`src/hdl/slx_pkg.sv`:
```
// shared types, token codes and character helpers for the script lexer
// no dependencies

package slx_pkg;

    localparam int NEST_DEPTH_DEF = 16;
    localparam int FQ_DEPTH       = 4;

    // token codes
    localparam logic [5:0] TK_PLUS      = 6'd1;
    localparam logic [5:0] TK_MINUS     = 6'd2;
    localparam logic [5:0] TK_STAR      = 6'd3;
    localparam logic [5:0] TK_SLASH     = 6'd4;
    localparam logic [5:0] TK_PLUS_EQ   = 6'd5;
    localparam logic [5:0] TK_MINUS_EQ  = 6'd6;
    localparam logic [5:0] TK_STAR_EQ   = 6'd7;
    localparam logic [5:0] TK_SLASH_EQ  = 6'd8;
    localparam logic [5:0] TK_ASSIGN    = 6'd11;
    localparam logic [5:0] TK_EQ        = 6'd12;
    localparam logic [5:0] TK_EQQ       = 6'd13;
    localparam logic [5:0] TK_NE        = 6'd14;
    localparam logic [5:0] TK_QUEST     = 6'd15;
    localparam logic [5:0] TK_DOT       = 6'd16;
    localparam logic [5:0] TK_COMMA     = 6'd17;
    localparam logic [5:0] TK_COLON     = 6'd18;
    localparam logic [5:0] TK_DCOLON    = 6'd19;
    localparam logic [5:0] TK_SEMI      = 6'd20;
    localparam logic [5:0] TK_AMP       = 6'd21;
    localparam logic [5:0] TK_LPAREN    = 6'd22;
    localparam logic [5:0] TK_RPAREN    = 6'd23;
    localparam logic [5:0] TK_LBRACK    = 6'd24;
    localparam logic [5:0] TK_RBRACK    = 6'd25;
    localparam logic [5:0] TK_LBRACE    = 6'd26;
    localparam logic [5:0] TK_RBRACE    = 6'd27;
    localparam logic [5:0] TK_BAR       = 6'd28;
    localparam logic [5:0] TK_ANDAND    = 6'd29;
    localparam logic [5:0] TK_OROR      = 6'd30;
    localparam logic [5:0] TK_BANG      = 6'd31;
    localparam logic [5:0] TK_EOF       = 6'd32;
    localparam logic [5:0] TK_STR_INT   = 6'd33;
    localparam logic [5:0] TK_CSTR_INT  = 6'd34;
    localparam logic [5:0] TK_STR       = 6'd35;
    localparam logic [5:0] TK_CSTR      = 6'd36;
    localparam logic [5:0] TK_NUMBER    = 6'd37;
    localparam logic [5:0] TK_IVAR      = 6'd38;
    localparam logic [5:0] TK_IDENT     = 6'd39;
    localparam logic [5:0] TK_IDENT_SFX = 6'd40;
    localparam logic [5:0] TK_KW_FIRST  = 6'd42;
    localparam logic [5:0] TK_NONE      = 6'd0;

    localparam int KW_COUNT = 20;
    localparam logic [47:0] KW_TEXT [KW_COUNT] = '{
        48'("if"), 48'("unless"), 48'("else"), 48'("elsif"), 48'("then"),
        48'("when"), 48'("case"), 48'("class"), 48'("module"), 48'("def"),
        48'("self"), 48'("do"), 48'("yield"), 48'("true"), 48'("false"),
        48'("nil"), 48'("not"), 48'("and"), 48'("or"), 48'("end")
    };

    // one result beat
    typedef struct packed {
        logic        item_kind;
        logic [5:0]  token_code;
        logic [31:0] start_offset;
        logic [15:0] token_length;
        logic        space_before;
        logic [7:0]  content_byte;
        logic        last_of_run;
        logic        nest_overflow;
    } t_result;

    // results of one source byte, front to queue
    typedef struct packed {
        logic [1:0]    count;
        t_result [1:0] res;
    } t_front_out;

    function automatic logic is_space(input logic [7:0] b);
        return b != 8'h10 && b != 8'h13 && b >= 8'd1 && b <= 8'd32;
    endfunction

    function automatic logic is_digit(input logic [7:0] b);
        return b >= "0" && b <= "9";
    endfunction

    function automatic logic is_word(input logic [7:0] b);
        return (b >= "a" && b <= "z") || (b >= "A" && b <= "Z") || is_digit(b) || b == "_";
    endfunction

    function automatic logic [15:0] sat_inc(input logic [15:0] v);
        return (v == 16'hFFFF) ? v : v + 16'd1;
    endfunction

    // identifier or keyword code
    function automatic logic [5:0] kw_code(input logic [47:0] kw, input logic [15:0] len,
                                           input logic nk);
        logic [5:0] code;
        code = TK_IDENT;
        if (!nk && len <= 16'd6) begin
            for (int i = 0; i < KW_COUNT; i++) begin
                if (KW_TEXT[i] == kw) code = TK_KW_FIRST + 6'(i);
            end
        end
        return code;
    endfunction

    function automatic t_result mk_res(input logic kind, input logic [5:0] code,
                                       input logic [31:0] start, input logic [15:0] len,
                                       input logic sp, input logic [7:0] cb,
                                       input logic ovf);
        t_result r;
        r.item_kind     = kind;
        r.token_code    = code;
        r.start_offset  = start;
        r.token_length  = len;
        r.space_before  = sp;
        r.content_byte  = cb;
        r.last_of_run   = 1'b0;
        r.nest_overflow = ovf;
        return r;
    endfunction

endpackage

```
`src/hdl/slx_if.sv`:
```
// channel interfaces for the script lexer: source bytes in, results out
// no dependencies

interface slx_byte_if;
    logic       valid;
    logic       ready;
    logic [7:0] source_byte;
    logic       no_keywords;
    modport source(output valid, source_byte, no_keywords, input ready);
    modport sink(input valid, source_byte, no_keywords, output ready);
endinterface

interface slx_res_if;
    logic        valid;
    logic        ready;
    logic        item_kind;
    logic [5:0]  token_code;
    logic [31:0] start_offset;
    logic [15:0] token_length;
    logic        space_before;
    logic [7:0]  content_byte;
    logic        last_of_run;
    logic        nest_overflow;
    modport source(output valid, item_kind, token_code, start_offset, token_length,
                   space_before, content_byte, last_of_run, nest_overflow, input ready);
    modport sink(input valid, item_kind, token_code, start_offset, token_length,
                 space_before, content_byte, last_of_run, nest_overflow, output ready);
endinterface

```
`src/hdl/slx_front.sv`:
```
// lexer front: scan state, brace stack, up to two results per source byte
// depends on slx_pkg

module slx_front import slx_pkg::*; #(
    parameter int NEST_DEPTH = NEST_DEPTH_DEF
) (
    input  logic       i_clk,
    input  logic       i_rst_n,
    input  logic       i_fire,
    input  logic [7:0] i_byte,
    input  logic       i_nk,
    output t_front_out o_out
);
    localparam int AW = (NEST_DEPTH > 1) ? $clog2(NEST_DEPTH) : 1;
    localparam int CW = $clog2(NEST_DEPTH + 1);

    localparam logic [4:0] M_IDLE = 5'd0,  M_PLUS = 5'd1,  M_MINUS = 5'd2,
                           M_STAR = 5'd3,  M_SLASH = 5'd4, M_EQ1 = 5'd5,
                           M_EQ2 = 5'd6,   M_BANG = 5'd7,  M_COLON = 5'd8,
                           M_BAR = 5'd9,   M_AMP = 5'd10,  M_AT = 5'd11,
                           M_IVAR = 5'd12, M_NUM = 5'd13,  M_IDENT = 5'd14,
                           M_SQ = 5'd15,   M_SQ_ESC = 5'd16, M_SQ_LIT = 5'd17,
                           M_DQ = 5'd18,   M_DQ_HASH = 5'd19, M_DQC = 5'd20,
                           M_DQC_HASH = 5'd21;

    logic [4:0]    r_mode, n_mode;
    logic [47:0]   r_kw, n_kw;
    logic [15:0]   r_wlen, n_wlen;
    logic [31:0]   r_tstart, n_tstart;
    logic [31:0]   r_off, n_off;
    logic          r_sp, n_sp;
    logic [CW-1:0] r_count, n_count;
    logic          r_top, n_top;
    logic          r_below;
    logic          stack_mem [NEST_DEPTH];
    logic          push, push_kind, pop;
    t_result [1:0] res;
    logic [1:0]    cnt;

    // next state and results for one byte
    always_comb begin
        logic       do_idle, pair, ovf, full;
        logic [7:0] pc;
        logic [5:0] cc, sc, single;
        logic [31:0] off;
        n_mode = r_mode; n_kw = r_kw; n_wlen = r_wlen; n_tstart = r_tstart;
        n_sp = r_sp; n_count = r_count; n_top = r_top;
        off = r_off;
        n_off = r_off + 32'd1;
        push = 1'b0; push_kind = 1'b0; pop = 1'b0;
        res = '0; cnt = 2'd0;
        do_idle = 1'b0; pair = 1'b0; ovf = 1'b0; single = TK_NONE;
        pc = 8'd0; cc = TK_NONE; sc = TK_NONE;
        full = r_count >= CW'(NEST_DEPTH);

        // simple operators with one compound form
        case (r_mode)
            M_PLUS:  begin pair = 1'b1; pc = "="; cc = TK_PLUS_EQ;  sc = TK_PLUS;  end
            M_MINUS: begin pair = 1'b1; pc = "="; cc = TK_MINUS_EQ; sc = TK_MINUS; end
            M_STAR:  begin pair = 1'b1; pc = "="; cc = TK_STAR_EQ;  sc = TK_STAR;  end
            M_SLASH: begin pair = 1'b1; pc = "="; cc = TK_SLASH_EQ; sc = TK_SLASH; end
            M_BANG:  begin pair = 1'b1; pc = "="; cc = TK_NE;       sc = TK_BANG;  end
            M_COLON: begin pair = 1'b1; pc = ":"; cc = TK_DCOLON;   sc = TK_COLON; end
            M_BAR:   begin pair = 1'b1; pc = "|"; cc = TK_OROR;     sc = TK_BAR;   end
            M_AMP:   begin pair = 1'b1; pc = "&"; cc = TK_ANDAND;   sc = TK_AMP;   end
            default: pair = 1'b0;
        endcase

        if (pair) begin
            if (i_byte == pc) begin
                res[cnt] = mk_res(1'b0, cc, r_tstart, 16'd2, n_sp, 8'd0, 1'b0);
                cnt = cnt + 2'd1; n_sp = 1'b0; n_mode = M_IDLE;
            end else begin
                res[cnt] = mk_res(1'b0, sc, r_tstart, 16'd1, n_sp, 8'd0, 1'b0);
                cnt = cnt + 2'd1; n_sp = 1'b0; do_idle = 1'b1;
            end
        end else begin
            case (r_mode)
                M_EQ1: begin
                    if (i_byte == "=") begin
                        n_mode = M_EQ2; n_wlen = 16'd2;
                    end else begin
                        res[cnt] = mk_res(1'b0, TK_ASSIGN, r_tstart, 16'd1, n_sp, 8'd0, 1'b0);
                        cnt = cnt + 2'd1; n_sp = 1'b0; do_idle = 1'b1;
                    end
                end
                M_EQ2: begin
                    if (i_byte == "=") begin
                        res[cnt] = mk_res(1'b0, TK_EQQ, r_tstart, 16'd3, n_sp, 8'd0, 1'b0);
                        cnt = cnt + 2'd1; n_sp = 1'b0; n_mode = M_IDLE;
                    end else begin
                        res[cnt] = mk_res(1'b0, TK_EQ, r_tstart, 16'd2, n_sp, 8'd0, 1'b0);
                        cnt = cnt + 2'd1; n_sp = 1'b0; do_idle = 1'b1;
                    end
                end
                M_AT: begin
                    if (is_word(i_byte)) begin
                        n_mode = M_IVAR; n_wlen = 16'd2;
                    end else begin
                        n_sp = 1'b0; do_idle = 1'b1;
                    end
                end
                M_IVAR, M_NUM: begin
                    if ((r_mode == M_IVAR) ? is_word(i_byte) : is_digit(i_byte)) begin
                        n_wlen = sat_inc(r_wlen);
                    end else begin
                        res[cnt] = mk_res(1'b0, (r_mode == M_IVAR) ? TK_IVAR : TK_NUMBER,
                                          r_tstart, r_wlen, n_sp, 8'd0, 1'b0);
                        cnt = cnt + 2'd1; n_sp = 1'b0; do_idle = 1'b1;
                    end
                end
                M_IDENT: begin
                    if (is_word(i_byte)) begin
                        if (r_wlen < 16'd6) n_kw = {r_kw[39:0], i_byte};
                        n_wlen = sat_inc(r_wlen);
                    end else if (i_byte == "?" || i_byte == "!") begin
                        res[cnt] = mk_res(1'b0, TK_IDENT_SFX, r_tstart, sat_inc(r_wlen),
                                          n_sp, 8'd0, 1'b0);
                        cnt = cnt + 2'd1; n_sp = 1'b0; n_mode = M_IDLE;
                    end else begin
                        res[cnt] = mk_res(1'b0, kw_code(r_kw, r_wlen, i_nk), r_tstart,
                                          r_wlen, n_sp, 8'd0, 1'b0);
                        cnt = cnt + 2'd1; n_sp = 1'b0; do_idle = 1'b1;
                    end
                end
                M_SQ, M_SQ_ESC, M_SQ_LIT, M_DQ, M_DQC, M_DQ_HASH, M_DQC_HASH: begin
                    if (i_byte == 8'd0) begin
                        // input ends inside a string: drop it, report end of file
                        res[cnt] = mk_res(1'b0, TK_EOF, off, 16'd0, 1'b0, 8'd0, 1'b0);
                        cnt = cnt + 2'd1; n_sp = 1'b0; n_mode = M_IDLE;
                    end else begin
                        case (r_mode)
                            M_SQ: begin
                                if (i_byte == "'") begin
                                    res[cnt] = mk_res(1'b0, TK_STR, r_tstart, r_wlen, n_sp,
                                                      8'd0, 1'b0);
                                    cnt = cnt + 2'd1; n_sp = 1'b0; n_mode = M_IDLE;
                                end else if (i_byte == "\\") begin
                                    n_mode = M_SQ_ESC;
                                end else begin
                                    res[cnt] = mk_res(1'b1, TK_NONE, r_tstart, 16'd0, 1'b0,
                                                      i_byte, 1'b0);
                                    cnt = cnt + 2'd1; n_wlen = sat_inc(n_wlen);
                                end
                            end
                            M_SQ_ESC: begin
                                if (i_byte == "\\" || i_byte == "'") begin
                                    n_mode = M_SQ_LIT;
                                end else begin
                                    res[cnt] = mk_res(1'b1, TK_NONE, r_tstart, 16'd0, 1'b0,
                                                      "\\", 1'b0);
                                    cnt = cnt + 2'd1; n_wlen = sat_inc(n_wlen);
                                    n_mode = M_SQ;
                                end
                                res[cnt] = mk_res(1'b1, TK_NONE, r_tstart, 16'd0, 1'b0,
                                                  i_byte, 1'b0);
                                cnt = cnt + 2'd1; n_wlen = sat_inc(n_wlen);
                            end
                            M_SQ_LIT: begin
                                res[cnt] = mk_res(1'b1, TK_NONE, r_tstart, 16'd0, 1'b0,
                                                  i_byte, 1'b0);
                                cnt = cnt + 2'd1; n_wlen = sat_inc(n_wlen);
                                n_mode = M_SQ;
                            end
                            M_DQ, M_DQC: begin
                                if (i_byte == "\"") begin
                                    res[cnt] = mk_res(1'b0, (r_mode == M_DQC) ? TK_CSTR : TK_STR,
                                                      r_tstart, r_wlen, n_sp, 8'd0, 1'b0);
                                    cnt = cnt + 2'd1; n_sp = 1'b0; n_mode = M_IDLE;
                                end else if (i_byte == "#") begin
                                    n_mode = (r_mode == M_DQC) ? M_DQC_HASH : M_DQ_HASH;
                                end else begin
                                    res[cnt] = mk_res(1'b1, TK_NONE, r_tstart, 16'd0, 1'b0,
                                                      i_byte, 1'b0);
                                    cnt = cnt + 2'd1; n_wlen = sat_inc(n_wlen);
                                end
                            end
                            default: begin
                                // after a hash in a double-quoted string
                                if (i_byte == "{") begin
                                    push = ~full; push_kind = 1'b1; ovf = full;
                                    res[cnt] = mk_res(1'b0,
                                        (r_mode == M_DQC_HASH) ? TK_CSTR_INT : TK_STR_INT,
                                        r_tstart, r_wlen, n_sp, 8'd0, ovf);
                                    cnt = cnt + 2'd1; n_sp = 1'b0; n_mode = M_IDLE;
                                end else begin
                                    res[cnt] = mk_res(1'b1, TK_NONE, r_tstart, 16'd0, 1'b0,
                                                      "#", 1'b0);
                                    cnt = cnt + 2'd1;
                                    res[cnt] = mk_res(1'b1, TK_NONE, r_tstart, 16'd0, 1'b0,
                                                      i_byte, 1'b0);
                                    cnt = cnt + 2'd1; n_wlen = sat_inc(sat_inc(r_wlen));
                                    n_mode = (r_mode == M_DQC_HASH) ? M_DQC : M_DQ;
                                end
                            end
                        endcase
                    end
                end
                default: do_idle = 1'b1;
            endcase
        end

        // lex the byte from the idle state
        if (do_idle) begin
            n_mode = M_IDLE;
            if (is_space(i_byte)) begin
                n_sp = 1'b1;
            end else begin
                case (i_byte)
                    8'd0: single = TK_EOF;
                    "(":  single = TK_LPAREN;
                    ")":  single = TK_RPAREN;
                    "?":  single = TK_QUEST;
                    ".":  single = TK_DOT;
                    ",":  single = TK_COMMA;
                    ";":  single = TK_SEMI;
                    "[":  single = TK_LBRACK;
                    "]":  single = TK_RBRACK;
                    "{": begin
                        push = ~full; push_kind = 1'b0; ovf = full;
                        single = TK_LBRACE;
                    end
                    "}": begin
                        if (r_count != '0) begin
                            pop = 1'b1;
                            if (r_top) begin
                                n_mode = M_DQC; n_tstart = off + 32'd1; n_wlen = 16'd0;
                            end else begin
                                single = TK_RBRACE;
                            end
                        end else begin
                            single = TK_RBRACE;
                        end
                    end
                    "\"": begin n_mode = M_DQ; n_tstart = off + 32'd1; n_wlen = 16'd0; end
                    "'":  begin n_mode = M_SQ; n_tstart = off + 32'd1; n_wlen = 16'd0; end
                    "+":  begin n_mode = M_PLUS;  n_tstart = off; n_wlen = 16'd1; end
                    "-":  begin n_mode = M_MINUS; n_tstart = off; n_wlen = 16'd1; end
                    "*":  begin n_mode = M_STAR;  n_tstart = off; n_wlen = 16'd1; end
                    "/":  begin n_mode = M_SLASH; n_tstart = off; n_wlen = 16'd1; end
                    "=":  begin n_mode = M_EQ1;   n_tstart = off; n_wlen = 16'd1; end
                    "!":  begin n_mode = M_BANG;  n_tstart = off; n_wlen = 16'd1; end
                    ":":  begin n_mode = M_COLON; n_tstart = off; n_wlen = 16'd1; end
                    "|":  begin n_mode = M_BAR;   n_tstart = off; n_wlen = 16'd1; end
                    "&":  begin n_mode = M_AMP;   n_tstart = off; n_wlen = 16'd1; end
                    "@":  begin n_mode = M_AT;    n_tstart = off; n_wlen = 16'd1; end
                    default: begin
                        if (is_digit(i_byte)) begin
                            n_mode = M_NUM; n_tstart = off; n_wlen = 16'd1;
                        end else if (is_word(i_byte)) begin
                            n_mode = M_IDENT; n_tstart = off; n_wlen = 16'd1;
                            n_kw = {40'd0, i_byte};
                        end else begin
                            n_sp = 1'b0;
                        end
                    end
                endcase
                if (single != TK_NONE) begin
                    res[cnt] = mk_res(1'b0, single, off, (i_byte == 8'd0) ? 16'd0 : 16'd1,
                                      n_sp, 8'd0, ovf);
                    cnt = cnt + 2'd1; n_sp = 1'b0;
                end
            end
        end

        // mark the last result of this byte
        if (cnt == 2'd1) res[0].last_of_run = 1'b1;
        if (cnt == 2'd2) res[1].last_of_run = 1'b1;

        // brace stack depth and cached top
        if (push) begin
            n_count = r_count + CW'(1);
            n_top = push_kind;
        end else if (pop) begin
            n_count = r_count - CW'(1);
            n_top = r_below;
        end
    end

    // scan state
    always_ff @(posedge i_clk) begin
        if (!i_rst_n) begin
            r_mode <= M_IDLE;
            r_kw <= '0;
            r_wlen <= '0;
            r_tstart <= '0;
            r_off <= '0;
            r_sp <= 1'b0;
            r_count <= '0;
            r_top <= 1'b0;
        end else if (i_fire) begin
            r_mode <= n_mode;
            r_kw <= n_kw;
            r_wlen <= n_wlen;
            r_tstart <= n_tstart;
            r_off <= n_off;
            r_sp <= n_sp;
            r_count <= n_count;
            r_top <= n_top;
        end
    end

    // brace stack memory, entry below the top read ahead
    always_ff @(posedge i_clk) begin
        if (i_fire && push) stack_mem[r_count[AW-1:0]] <= push_kind;
        if (i_fire) r_below <= stack_mem[AW'(n_count - CW'(2))];
        else        r_below <= stack_mem[AW'(r_count - CW'(2))];
    end

    assign o_out.count = i_fire ? cnt : 2'd0;
    assign o_out.res   = res;

endmodule

```
`src/hdl/slx_fifo.sv`:
```
// result queue: takes up to two beats a cycle, gives one
// depends on slx_pkg

module slx_fifo import slx_pkg::*; (
    input  logic       i_clk,
    input  logic       i_rst_n,
    input  t_front_out i_wr,
    input  logic       i_pop,
    output logic       o_room,
    output logic       o_nonempty,
    output t_result    o_head
);
    localparam int PW = $clog2(FQ_DEPTH);

    t_result     r_mem [FQ_DEPTH];
    logic [PW-1:0] r_wp, r_rp;
    logic [PW:0]   r_cnt;
    logic          do_pop;

    assign do_pop     = i_pop && (r_cnt != '0);
    assign o_nonempty = r_cnt != '0;
    assign o_room     = r_cnt <= (PW + 1)'(FQ_DEPTH - 2);
    assign o_head     = r_mem[r_rp];

    // storage
    always_ff @(posedge i_clk) begin
        if (i_wr.count != 2'd0) r_mem[r_wp] <= i_wr.res[0];
        if (i_wr.count == 2'd2) r_mem[r_wp + PW'(1)] <= i_wr.res[1];
    end

    // pointers and fill
    always_ff @(posedge i_clk) begin
        if (!i_rst_n) begin
            r_wp <= '0;
            r_rp <= '0;
            r_cnt <= '0;
        end else begin
            r_wp <= r_wp + PW'(i_wr.count);
            if (do_pop) r_rp <= r_rp + PW'(1);
            r_cnt <= r_cnt + (PW + 1)'(i_wr.count) - (PW + 1)'(do_pop);
        end
    end

endmodule

```
`src/hdl/slx_back.sv`:
```
// output stage: holds one result beat for the receiver
// depends on slx_pkg

module slx_back import slx_pkg::*; (
    input  logic    i_clk,
    input  logic    i_rst_n,
    input  logic    i_avail,
    input  t_result i_head,
    input  logic    i_ready,
    output logic    o_pop,
    output logic    o_valid,
    output t_result o_res
);
    logic    r_valid;
    t_result r_res;

    assign o_pop   = i_avail && (!r_valid || i_ready);
    assign o_valid = r_valid;
    assign o_res   = r_res;

    // load a new beat when empty or when the held one is taken
    always_ff @(posedge i_clk) begin
        if (!i_rst_n) begin
            r_valid <= 1'b0;
        end else if (!r_valid || i_ready) begin
            r_valid <= i_avail;
        end
    end

    always_ff @(posedge i_clk) begin
        if (o_pop) r_res <= i_head;
    end

endmodule

```
`src/hdl/script_lexer_byte_stream.sv`:
```
// Byte-stream lexer for a small scripting language.
// Channels: i_src carries one source byte (plus the no_keywords flag) per beat;
// o_res carries one result per beat, either a token record or a decoded
// string content byte. A source byte yields zero, one or two results; the
// last result of a byte has last_of_run set. Byte zero ends the input.
// Throughput: one source byte per cycle while the receiver keeps up; results
// leave at one per cycle from the output register, so bytes that give two
// results fill the four-entry result queue and the source is held when fewer
// than two queue slots are free.
// Path: a result passes through the result queue and the output register to o_res.
// Tokens that need lookahead appear with the byte that ends them.
// Reset (synchronous, active low) returns the scanner to idle, offset zero,
// empty brace stack and empty queue; no clearing pass is needed.
// When the receiver stalls, the held result stays on o_res, the queue fills
// and i_src.ready drops until space returns.
// depends on slx_pkg, slx_if, slx_front, slx_fifo, slx_back

module script_lexer_byte_stream import slx_pkg::*; #(
    parameter int NEST_DEPTH = NEST_DEPTH_DEF
) (
    input  logic              i_clk,
    input  logic              i_rst_n,
    slx_byte_if.sink          i_src,
    slx_res_if.source         o_res
);
    t_front_out front_out;
    t_result    head, out_res;
    logic       room, nonempty, pop, fire;

    assign i_src.ready = room;
    assign fire = i_src.valid && room;

    slx_front #(.NEST_DEPTH(NEST_DEPTH)) u_front (
        .i_clk   (i_clk),
        .i_rst_n (i_rst_n),
        .i_fire  (fire),
        .i_byte  (i_src.source_byte),
        .i_nk    (i_src.no_keywords),
        .o_out   (front_out)
    );

    slx_fifo u_fifo (
        .i_clk      (i_clk),
        .i_rst_n    (i_rst_n),
        .i_wr       (front_out),
        .i_pop      (pop),
        .o_room     (room),
        .o_nonempty (nonempty),
        .o_head     (head)
    );

    slx_back u_back (
        .i_clk   (i_clk),
        .i_rst_n (i_rst_n),
        .i_avail (nonempty),
        .i_head  (head),
        .i_ready (o_res.ready),
        .o_pop   (pop),
        .o_valid (o_res.valid),
        .o_res   (out_res)
    );

    // result beat onto the port
    assign o_res.item_kind     = out_res.item_kind;
    assign o_res.token_code    = out_res.token_code;
    assign o_res.start_offset  = out_res.start_offset;
    assign o_res.token_length  = out_res.token_length;
    assign o_res.space_before  = out_res.space_before;
    assign o_res.content_byte  = out_res.content_byte;
    assign o_res.last_of_run   = out_res.last_of_run;
    assign o_res.nest_overflow = out_res.nest_overflow;

endmodule
```
`src/flat_wrapper.sv`:
```
// flat-port wrapper written by rule: the top's interface ports become plain ports
module script_lexer_byte_stream_flat import slx_pkg::*;
#(
    parameter int NEST_DEPTH = NEST_DEPTH_DEF
)
  (i_clk, i_rst_n, i_src_valid, i_src_source_byte, i_src_no_keywords, i_src_ready, o_res_valid, o_res_item_kind, o_res_token_code, o_res_start_offset, o_res_token_length, o_res_space_before, o_res_content_byte, o_res_last_of_run, o_res_nest_overflow, o_res_ready);
  slx_byte_if i_src_i ();
  slx_res_if o_res_i ();
  input  logic i_clk;
  input  logic i_rst_n;
  input wire logic [$bits(i_src_i.valid)-1:0] i_src_valid;
  input wire logic [$bits(i_src_i.source_byte)-1:0] i_src_source_byte;
  input wire logic [$bits(i_src_i.no_keywords)-1:0] i_src_no_keywords;
  output wire logic [$bits(i_src_i.ready)-1:0] i_src_ready;
  output wire logic [$bits(o_res_i.valid)-1:0] o_res_valid;
  output wire logic [$bits(o_res_i.item_kind)-1:0] o_res_item_kind;
  output wire logic [$bits(o_res_i.token_code)-1:0] o_res_token_code;
  output wire logic [$bits(o_res_i.start_offset)-1:0] o_res_start_offset;
  output wire logic [$bits(o_res_i.token_length)-1:0] o_res_token_length;
  output wire logic [$bits(o_res_i.space_before)-1:0] o_res_space_before;
  output wire logic [$bits(o_res_i.content_byte)-1:0] o_res_content_byte;
  output wire logic [$bits(o_res_i.last_of_run)-1:0] o_res_last_of_run;
  output wire logic [$bits(o_res_i.nest_overflow)-1:0] o_res_nest_overflow;
  input wire logic [$bits(o_res_i.ready)-1:0] o_res_ready;
  assign i_src_i.valid = i_src_valid;
  assign i_src_i.source_byte = i_src_source_byte;
  assign i_src_i.no_keywords = i_src_no_keywords;
  assign i_src_ready = i_src_i.ready;
  assign o_res_valid = o_res_i.valid;
  assign o_res_item_kind = o_res_i.item_kind;
  assign o_res_token_code = o_res_i.token_code;
  assign o_res_start_offset = o_res_i.start_offset;
  assign o_res_token_length = o_res_i.token_length;
  assign o_res_space_before = o_res_i.space_before;
  assign o_res_content_byte = o_res_i.content_byte;
  assign o_res_last_of_run = o_res_i.last_of_run;
  assign o_res_nest_overflow = o_res_i.nest_overflow;
  assign o_res_i.ready = o_res_ready;
  script_lexer_byte_stream #(.NEST_DEPTH(NEST_DEPTH)) u_core (.i_clk(i_clk), .i_rst_n(i_rst_n), .i_src(i_src_i), .o_res(o_res_i));
endmodule
```
`config.mk`:
```
export PLATFORM = sky130hd
export DESIGN_NAME = script_lexer_byte_stream_flat
export DESIGN_NICKNAME = d
export VERILOG_FILES = /design/src/hdl/slx_pkg.sv /design/src/hdl/slx_if.sv /design/src/hdl/slx_front.sv /design/src/hdl/slx_fifo.sv /design/src/hdl/slx_back.sv /design/src/hdl/script_lexer_byte_stream.sv /design/src/flat_wrapper.sv
export SDC_FILE = /design/constraint.sdc
export NUM_CORES = 1
export LEC_CHECK = 0
export ABC_AREA = 0
export BUFFER_PORTS_ARGS = -buffer_cell sky130_fd_sc_hd__buf_2
export CAP_MARGIN = 40
export CELL_PAD_IN_SITES_DETAIL_PLACEMENT = 0
export CELL_PAD_IN_SITES_GLOBAL_PLACEMENT = 1
export CORE_ASPECT_RATIO = 1.75
export CORE_MARGIN = 5
export CORE_UTILIZATION = 45
export DETAILED_ROUTE_END_ITERATION = 10
export MAX_ROUTING_LAYER = met4
export PLACE_DENSITY = 0.78
export SLEW_MARGIN = 20
export SYNTH_ARGS = -nofsm -noshare
export SYNTH_HDL_FRONTEND = slang
export SYNTH_SLANG_ARGS = --single-unit
```
`constraint.sdc`:
```
create_clock -name i_clk -period 32.5 [get_ports i_clk]
set_input_delay 4.875 -clock i_clk [delete_from_list [all_inputs] [get_ports i_clk]]
set_output_delay 4.875 -clock i_clk [all_outputs]
set_load 0.005 [all_outputs]
```
==> results of run 1 <==
## power breakdown
| part | internal, W | switching, W |
|---|---|---|
| combinational | 0.000238 | 0.000399 |
| sequential | 0.000837 | 0.0000574 |
| clock | 0.000312 | 0.000258 |
## sequential cells by signal, indices dropped and copies added, names as in the netlist, 5 cells and up
signal and count:
u_core.u_front.r_off 32, u_core.u_front.r_count 5, u_core.u_fifo.r_mem 264, u_core.u_front.r_tstart 32, u_core.u_front.r_wlen 16, u_core.u_front.r_mode 5
u_core.u_back.o_res 66, u_core.u_front.r_kw 48, u_core.u_front.stack_mem 16
## tightest hold or removal path: cells and delay by family, from the launching register on
| family | cells | cell delay (ns) |
|---|---|---|
| flip-flops | 1 | 0.34 |
| AND/OR/NAND/NOR | 1 | 0.06 |
| AO/OA/AOI/OAI | 1 | 0.06 |
## worst max path at each step
stage	start	slack, ns	end
2_1_floorplan	i_src_source_byte[5]	18.06	u_core.u_fifo.r_mem[0][0]$_DFFE_PP_
3_3_place_gp	i_src_source_byte[4]	21.89	u_core.u_fifo.r_mem[2][31]$_DFFE_PP_
3_5_place_dp	i_src_source_byte[4]	21.76	u_core.u_fifo.r_mem[2][31]$_DFFE_PP_
4_1_cts	i_src_source_byte[4]	22.42	u_core.u_fifo.r_mem[2][31]$_DFFE_PP_
5_1_grt	i_src_source_byte[4]	22.25	u_core.u_fifo.r_mem[2][38]$_DFFE_PP_
6_report	i_src_source_byte[4]	22.52	u_core.u_fifo.r_mem[2][31]$_DFFE_PP_
## area by class of cell
type,count,area (um2),share of cell area (%)
clock inverters,27,264.0,0.8323
inverters,42,157.7,0.4970
flip-flops and latches,495,13380,42.18
diodes,1,2.502,0.007889
multi-input cells,2198,14410,45.41
well taps,806,1008,3.179
repair buffers,158,1187,3.743
clock buffers,63,1315,4.146
## layer usage
| metal | wire (um) | part of all wire, % | global-route usage (%) | vias to the layer above |
|---|---|---|---|---|
| met5 | 0 | 0 | - | - |
| met4 | 6455 | 6.6 | 15.64 | 0 |
| met3 | 5468 | 5.6 | 3.480 | 310 |
| met2 | 51080 | 52 | 50.48 | 1070 |
| met1 | 34860 | 36 | 30.34 | 12090 |
| li1 | - | - | - | 11092 |
## metrics by stage
step | std cells | hold WS [ns] | area [um2] | setup WS [ns]
floorplan | 2972 | 0.4707 | 28770 | 18.06
global placement | 3672 | 0.5019 | 29740 | 21.89
detailed placement | 3688 | 0.5108 | 29970 | 21.76
CTS | 3778 | 0.5215 | 31550 | 22.42
global route | 3790 | 0.5444 | 31720 | 22.25
finish | 3790 | 0.5128 | 31720 | 22.52
## logic make-up (layout without fill, tap and decap cells)
group	count (synthesis)	count (layout)	share of synthesized area (%)
AO/OA/AOI/OAI	796	796	18.48
buffers and inverters	279	290	3.949
flip-flops	495	495	46.48
multiplexers	112	112	7.024
adder cells (fa/ha/maj)	20	20	0.8959
other	0	1	0
XOR/XNOR	89	89	2.710
AND/OR/NAND/NOR	1181	1181	20.46
## placed cells by master (no fill, tap or decap), types with 17 or more instances in the layout
cell and n:
a21boi_0 21, a21o_1 20, a21oi_1 213, a221oi_1 22, a22o_1 40, a22oi_1 79, a31oi_1 31, and2_1 51
and3_1 17, and4_1 17, buf_2 84, buf_4 58, clkbuf_16 48, dfxtp_1 147, edfxtp_1 346, ha_1 19
inv_1 40, mux2i_1 32, mux4_2 71, nand2_1 271, nand2b_1 27, nand3_1 102, nand4_1 36, nor2_1 363
nor2b_1 67, nor3_1 67, nor4_1 23, o211a_1 33, o211ai_1 27, o21ai_0 146, o22ai_1 19, or3_1 42
xnor2_1 55, xor2_1 34
==> metrics, run 1 <==
clock buffer depth 3; FF-to-FF Start u_core.u_front.r_mode[4]$_SDFFE_PN0P_; Slew Limit Fails 0; Die X approximately 200 um; status finished clean; Synth top area share between 30 and 40%; Syn Inst Count approximately 3,000; peak supply drop around 0.000054 V; worst endpoint required time between 30 and 40 ns; DRT Pass-1 Iters 9; share of post-route cells with drive strength above 1 about an eighth; CP max FO 46; CP cell instances buf_2 -> or4b_1 -> nor3_4 -> nor2_1 -> buf_4 -> nand2_1 -> a21oi_4 -> buf_4 -> inv_2 -> ha_1 -> o31a_1 -> nand2b_1 -> nand2b_1 -> o31ai_4 -> buf_4 -> buf_12; CP endpoint kind register; Final setup violation count 0; pin count of the biggest net entering global routing 80; number of synthesized flops with an enable pin 346; first-pass GRT wire length 147,100 um; final net count about 3,000; crit path time final between 9 and 10 ns; Primary FF master, synth edfxtp_1; top post-synthesis cells by area edfxtp_1 36%, dfxtp_1 10%, mux4_2 5.6%; DR iter-0 viols roughly 2,400; Overall Global Routing Usage ~28%; Hold Path Class register to register; clk_lat worst skew roughly 0.65 ns; cell family contributing the most delay on the critical path simple AND/OR/NAND/NOR gates; final core occ between 50 and 60%; Root Buffer clkbuf_16; FF-to-FF path depth 16; Die Area approximately 70,000 um2; Hold Violations, Final 0; vias in the first global route between 20,000 and 25,000; Syn-to-layout area delta 10.26%; buffers added on ports 80; r2r setup slk between 20 and 30 ns; fin crit share a little over 30%; gr ovfl total 0; sequential-to-total area share from yosys stat around 46%; most common cell in the synthesized netlist nor2_1; list of most frequent post-synthesis cells 365 x nor2_1, 346 x edfxtp_1, 272 x nand2_1; Avg Cell Area, Syn around 9.7 um2; hold path start u_core.u_back.o_valid$_SDFFE_PN0N_; CTS tree yes; vias after detailed routing around 25,000; CP startpoint kind input port; Initial Utilization a little under half; Fin Clk Skew a little over 0.04 ns; Post-CTS Resized 0; Post-DRT Antenna Nets 0; synthesized cell area about 29,000 um2; #FFs+latches synth 495; Stages on worst setup path 16; Lkg Pwr approximately 11 nW; Relative slew margins between 30% and 40%; syn nets approximately 3,000; vias per cell 6.481; RR Endpoint u_core.u_fifo.r_mem[2][31]$_DFFE_PP_; P per Cell Area 66.23 nW/um2; Die Span Y approximately 340 um; GPL Wtd Cong ~1; Yosys top cell by area edfxtp_1; initial antenna violation count 1; Ys Warns 0; Max-Cap Viols 0; Yosys cell types approximately 100; most frequent CP cell buf_4; Total Power 0.002101 W; critical path type input port to register; Critical Path AT around 10 ns; FP Rows between 100 and 150; fmax 0.1002 GHz; final wirelength 97,870 um; clk slew on worst S/H paths ~0.060 ns; core area 63,350 um2; Routed WL per cell 25.82 um; I/O pins between 80 and 90; RSZ-0062 raised after global routing no; drt drc 0; Hold EP u_core.u_back.o_valid$_SDFFE_PN0N_; Sink Count roughly 500; Critical Path Max Stage Delay 0.79 ns; HPWL after detailed placement around 70,000 um; slowest cell on the critical path or4b_1; setup repair bufs after CTS 0; Num CTS Buffers 48; Hold Path Stages 2; Final TNS setup 0 ns; hold_buf cts 0; CTS HTree Levels 2; WP buf/inv 6; Worst-Margin Slew roughly 0.91 ns; Filler cells about 5,800; async set-reset flop share out of synthesis 0%
Power figures use the tool's default switching activity.
==> run 2: changes to the inputs <==
ABC_AREA = 1   (was 0)
CORE_UTILIZATION = 43   (was 45)
PLACE_DENSITY = 0.81   (was 0.78)
clock period = 9.1 ns   (was 32.5 ns; I/O delays follow)
==> metrics, run 2 <==
Yosys cell types 58; list of most frequent post-synthesis cells 789 x nand2_1, 471 x o21ai_0, 468 x inv_1; CP max FO 41; FF-to-FF path depth 20; Slew Limit Fails 0; initial antenna violation count 2; Largest Register u_core.u_fifo.r_mem; switching portion of total power roughly two fifths; vias after detailed routing around 28,000; CTS tree yes; FP Rows around 130; DRT Pass-1 Iters 7; Yosys top cell by area edfxtp_1; CP startpoint kind input port; #FFs+latches synth ~500; Largest register FFs roughly 260; async set-reset flop share out of synthesis 0%; first-pass GRT wire length approximately 160,000 um; RSZ-0062 raised after global routing no; setup repair bufs after CTS 0; Critical Path AT approximately 6.4 ns; Max-Cap Viols 0; share of post-route cells with drive strength above 1 8.637%; Fin Clk Skew ~0.016 ns; Syn-to-layout area delta 9.829%; sw power ~0.0034 W; Num CTS Buffers 49; Clock Power Share ~25%; clock buffer depth 3; Die Area around 75,000 um2; r2r setup slk between 3 and 4 ns; synthesized cell area roughly 30,000 um2; Hold EP u_core.u_front.r_kw[7]$_SDFFE_PN0P_; GPL Wtd Cong between 1 and 1.5; crit path time final between 6 and 7 ns; Root Buffer clkbuf_16; syn nets 4,033; Final Worst Setup Slack roughly 3 ns; Initial Utilization between 40 and 50%; RR Endpoint u_core.u_fifo.r_mem[3][49]$_DFFE_PP_; CP cell instances buf_2 -> inv_2 -> nand3_1 -> nor2_1 -> inv_2 -> nand2_1 -> buf_4 -> nor2_1 -> nor2_1 -> nor2_4 -> clkinv_1 -> buf_4 -> ha_1 -> inv_1 -> a31oi_2 -> nor2_4 -> nand3_4 -> nand2_4 -> buf_12 -> buf_4; clk_lat worst skew slightly above 0.6 ns; final wirelength approximately 100,000 um; final core occ between 40 and 50%; Lkg Pwr 13.21 nW; Ys Warns 0; fmax 0.1636 GHz; hold path start u_core.u_front.r_kw[7]$_SDFFE_PN0P_; Critical Path Max Stage Delay around 0.58 ns; hold_buf cts 0; buffers added on ports 80; HPWL after detailed placement ~73,000 um; I/O pins between 80 and 90; sequential-to-total area share from yosys stat 44.74%; Die Span Y between 300 and 400 um; critical path type input port to register; Final TNS setup 0 ns; gr ovfl total 0; most common cell after layout, fill and taps aside nand2_1; final net count about 4,000; core area about 69,000 um2; clk slew on worst S/H paths 0.06 ns; most frequent cells in the layout 784 x nand2_1, 471 x o21ai_0, 466 x inv_1; worst endpoint required time roughly 9.4 ns; vias per cell approximately 5.7; CP endpoint kind register; peak supply drop around 0.00014 V; vias in the first global route about 27,000; CTS HTree Levels 2; Post-CTS Resized 0; Synth top area share 34.76%; slowest cell on the critical path nand2_4; Routed WL per cell roughly 21 um; Hold Path Class register to register; DR iter-0 viols around 2,300; Sink Count a little under 500; Worst-Margin Slew 0.8628 ns; Hold Violations, Final 0; fin crit share 67.16%; P per Cell Area 261.4 nW/um2; pin count of the biggest net entering global routing ~90; drt drc 0; Syn Inst Count approximately 4,000; Relative slew margins 41.87%; number of synthesized flops with an enable pin 346; Sequential Power Share 38.9%; most common cell in the synthesized netlist nand2_1; Final setup violation count 0; FF-to-FF Start u_core.u_front.r_mode[0]$_SDFFE_PN0P_; Avg Cell Area, Syn roughly 7.5 um2; Die X 209.3 um; status finished clean; top post-synthesis cells by area edfxtp_1 35%, dfxtp_1 10%, nand2_1 9.9%; Post-Place Worst Slack 2.349 ns; Pint around 0.0052 W; Primary FF master, synth edfxtp_1; Post-DRT Antenna Nets 0; Hold Path Stages 1; combinational power share a little over a third; Overall Global Routing Usage between 20% and 30%
[run 2: cell count changes after synthesis, moves of 71 or more]
cell     previous run  this run
o21ai_0           146       471
mux4_2             71         0
inv_1              40       468
nand3_1           102       176
nor2_1            365       455
nand2_1           272       789
o21ai_1            12        92
o22ai_1            20       149
[run 2: per-layer routing]
layer | part of all wire, % | wire (um) | GRT usage [%]
met1 | 38 | 39250 | 30.68
met3 | 5.5 | 5784 | 3.719
met5 | 0 | 0 | -
met2 | 50 | 52570 | 48.63
met4 | 6.7 | 6970 | 15.29
[run 2: worst max path at each step]
| stage | start | to | slack (ns) | cells after the start |
|---|---|---|---|---|
| floorplan | o_res_ready | u_core.u_fifo.r_cnt[2]$_SDFF_PN0_ | 2.72 | 10 |
| global placement | i_src_source_byte[6] | u_core.u_fifo.r_mem[3][49]$_DFFE_PP_ | 2.25 | 19 |
| detailed placement | i_src_source_byte[6] | u_core.u_fifo.r_mem[3][29]$_DFFE_PP_ | 2.35 | 20 |
| CTS | i_src_source_byte[4] | u_core.u_fifo.r_mem[3][49]$_DFFE_PP_ | 2.99 | 20 |
| global route | i_src_source_byte[6] | u_core.u_fifo.r_mem[3][49]$_DFFE_PP_ | 2.62 | 20 |
| finish | i_src_source_byte[4] | u_core.u_fifo.r_mem[3][49]$_DFFE_PP_ | 2.99 | 20 |
[run 2: kinds of logic after synthesis]
logic type | synth area share, %
AOI/OAI and AO/OA | 19.47
and+or+nand+nor | 23.84
xor gates and xnor gates | 1.411
DFF | 44.74
buffers and inverters | 9.674
adders and majority gates | 0.8624
[run 2: power groups by stage]
stage          clock [W]  sequential [W]  combinational, W
2_1_floorplan          0         0.00333           0.00197
3_3_place_gp           0         0.00339           0.00296
3_5_place_dp           0         0.00339           0.00302
4_1_cts          0.00219         0.00334           0.00303
5_1_grt          0.00228         0.00339           0.00341
6_report         0.00215         0.00334           0.00309
[run 2: layout make-up]
| type | instances | area [um2] |
|---|---|---|
| Tap cell | 910 | 1139 |
| Clock buffer | 60 | 1339 |
| Inverter | 511 | 1921 |
| Antenna cell | 1 | 2.502 |
| Sequential cell | 495 | 13380 |
| Multi-Input combinational cell | 2774 | 13690 |
| Timing Repair Buffer | 138 | 1006 |
| Clock inverter | 28 | 347.8 |
| Fill cell | 7079 | 36520 |
[run 2: metrics by stage]
stage               cell area (um2)  hold WS, ns  cells  power, W
floorplan                     29890       0.4463   4000  0.005297
global placement              30810       0.4792   4808  0.006343
detailed placement            31010       0.4798   4820  0.006408
CTS                           32700       0.4884   4908  0.008568
global route                  32830       0.5027   4917  0.009075
finish                        32830       0.4889   4917  0.008580
[run 2: worst max-delay path, delay by kind of cell]
family                     cells  cell delay (ns)
and+or+nand+nor                9             2.86
buffers and inverters          9             1.71
adders and majority gates      1             0.31
AOI/OAI and AO/OA              1             0.13
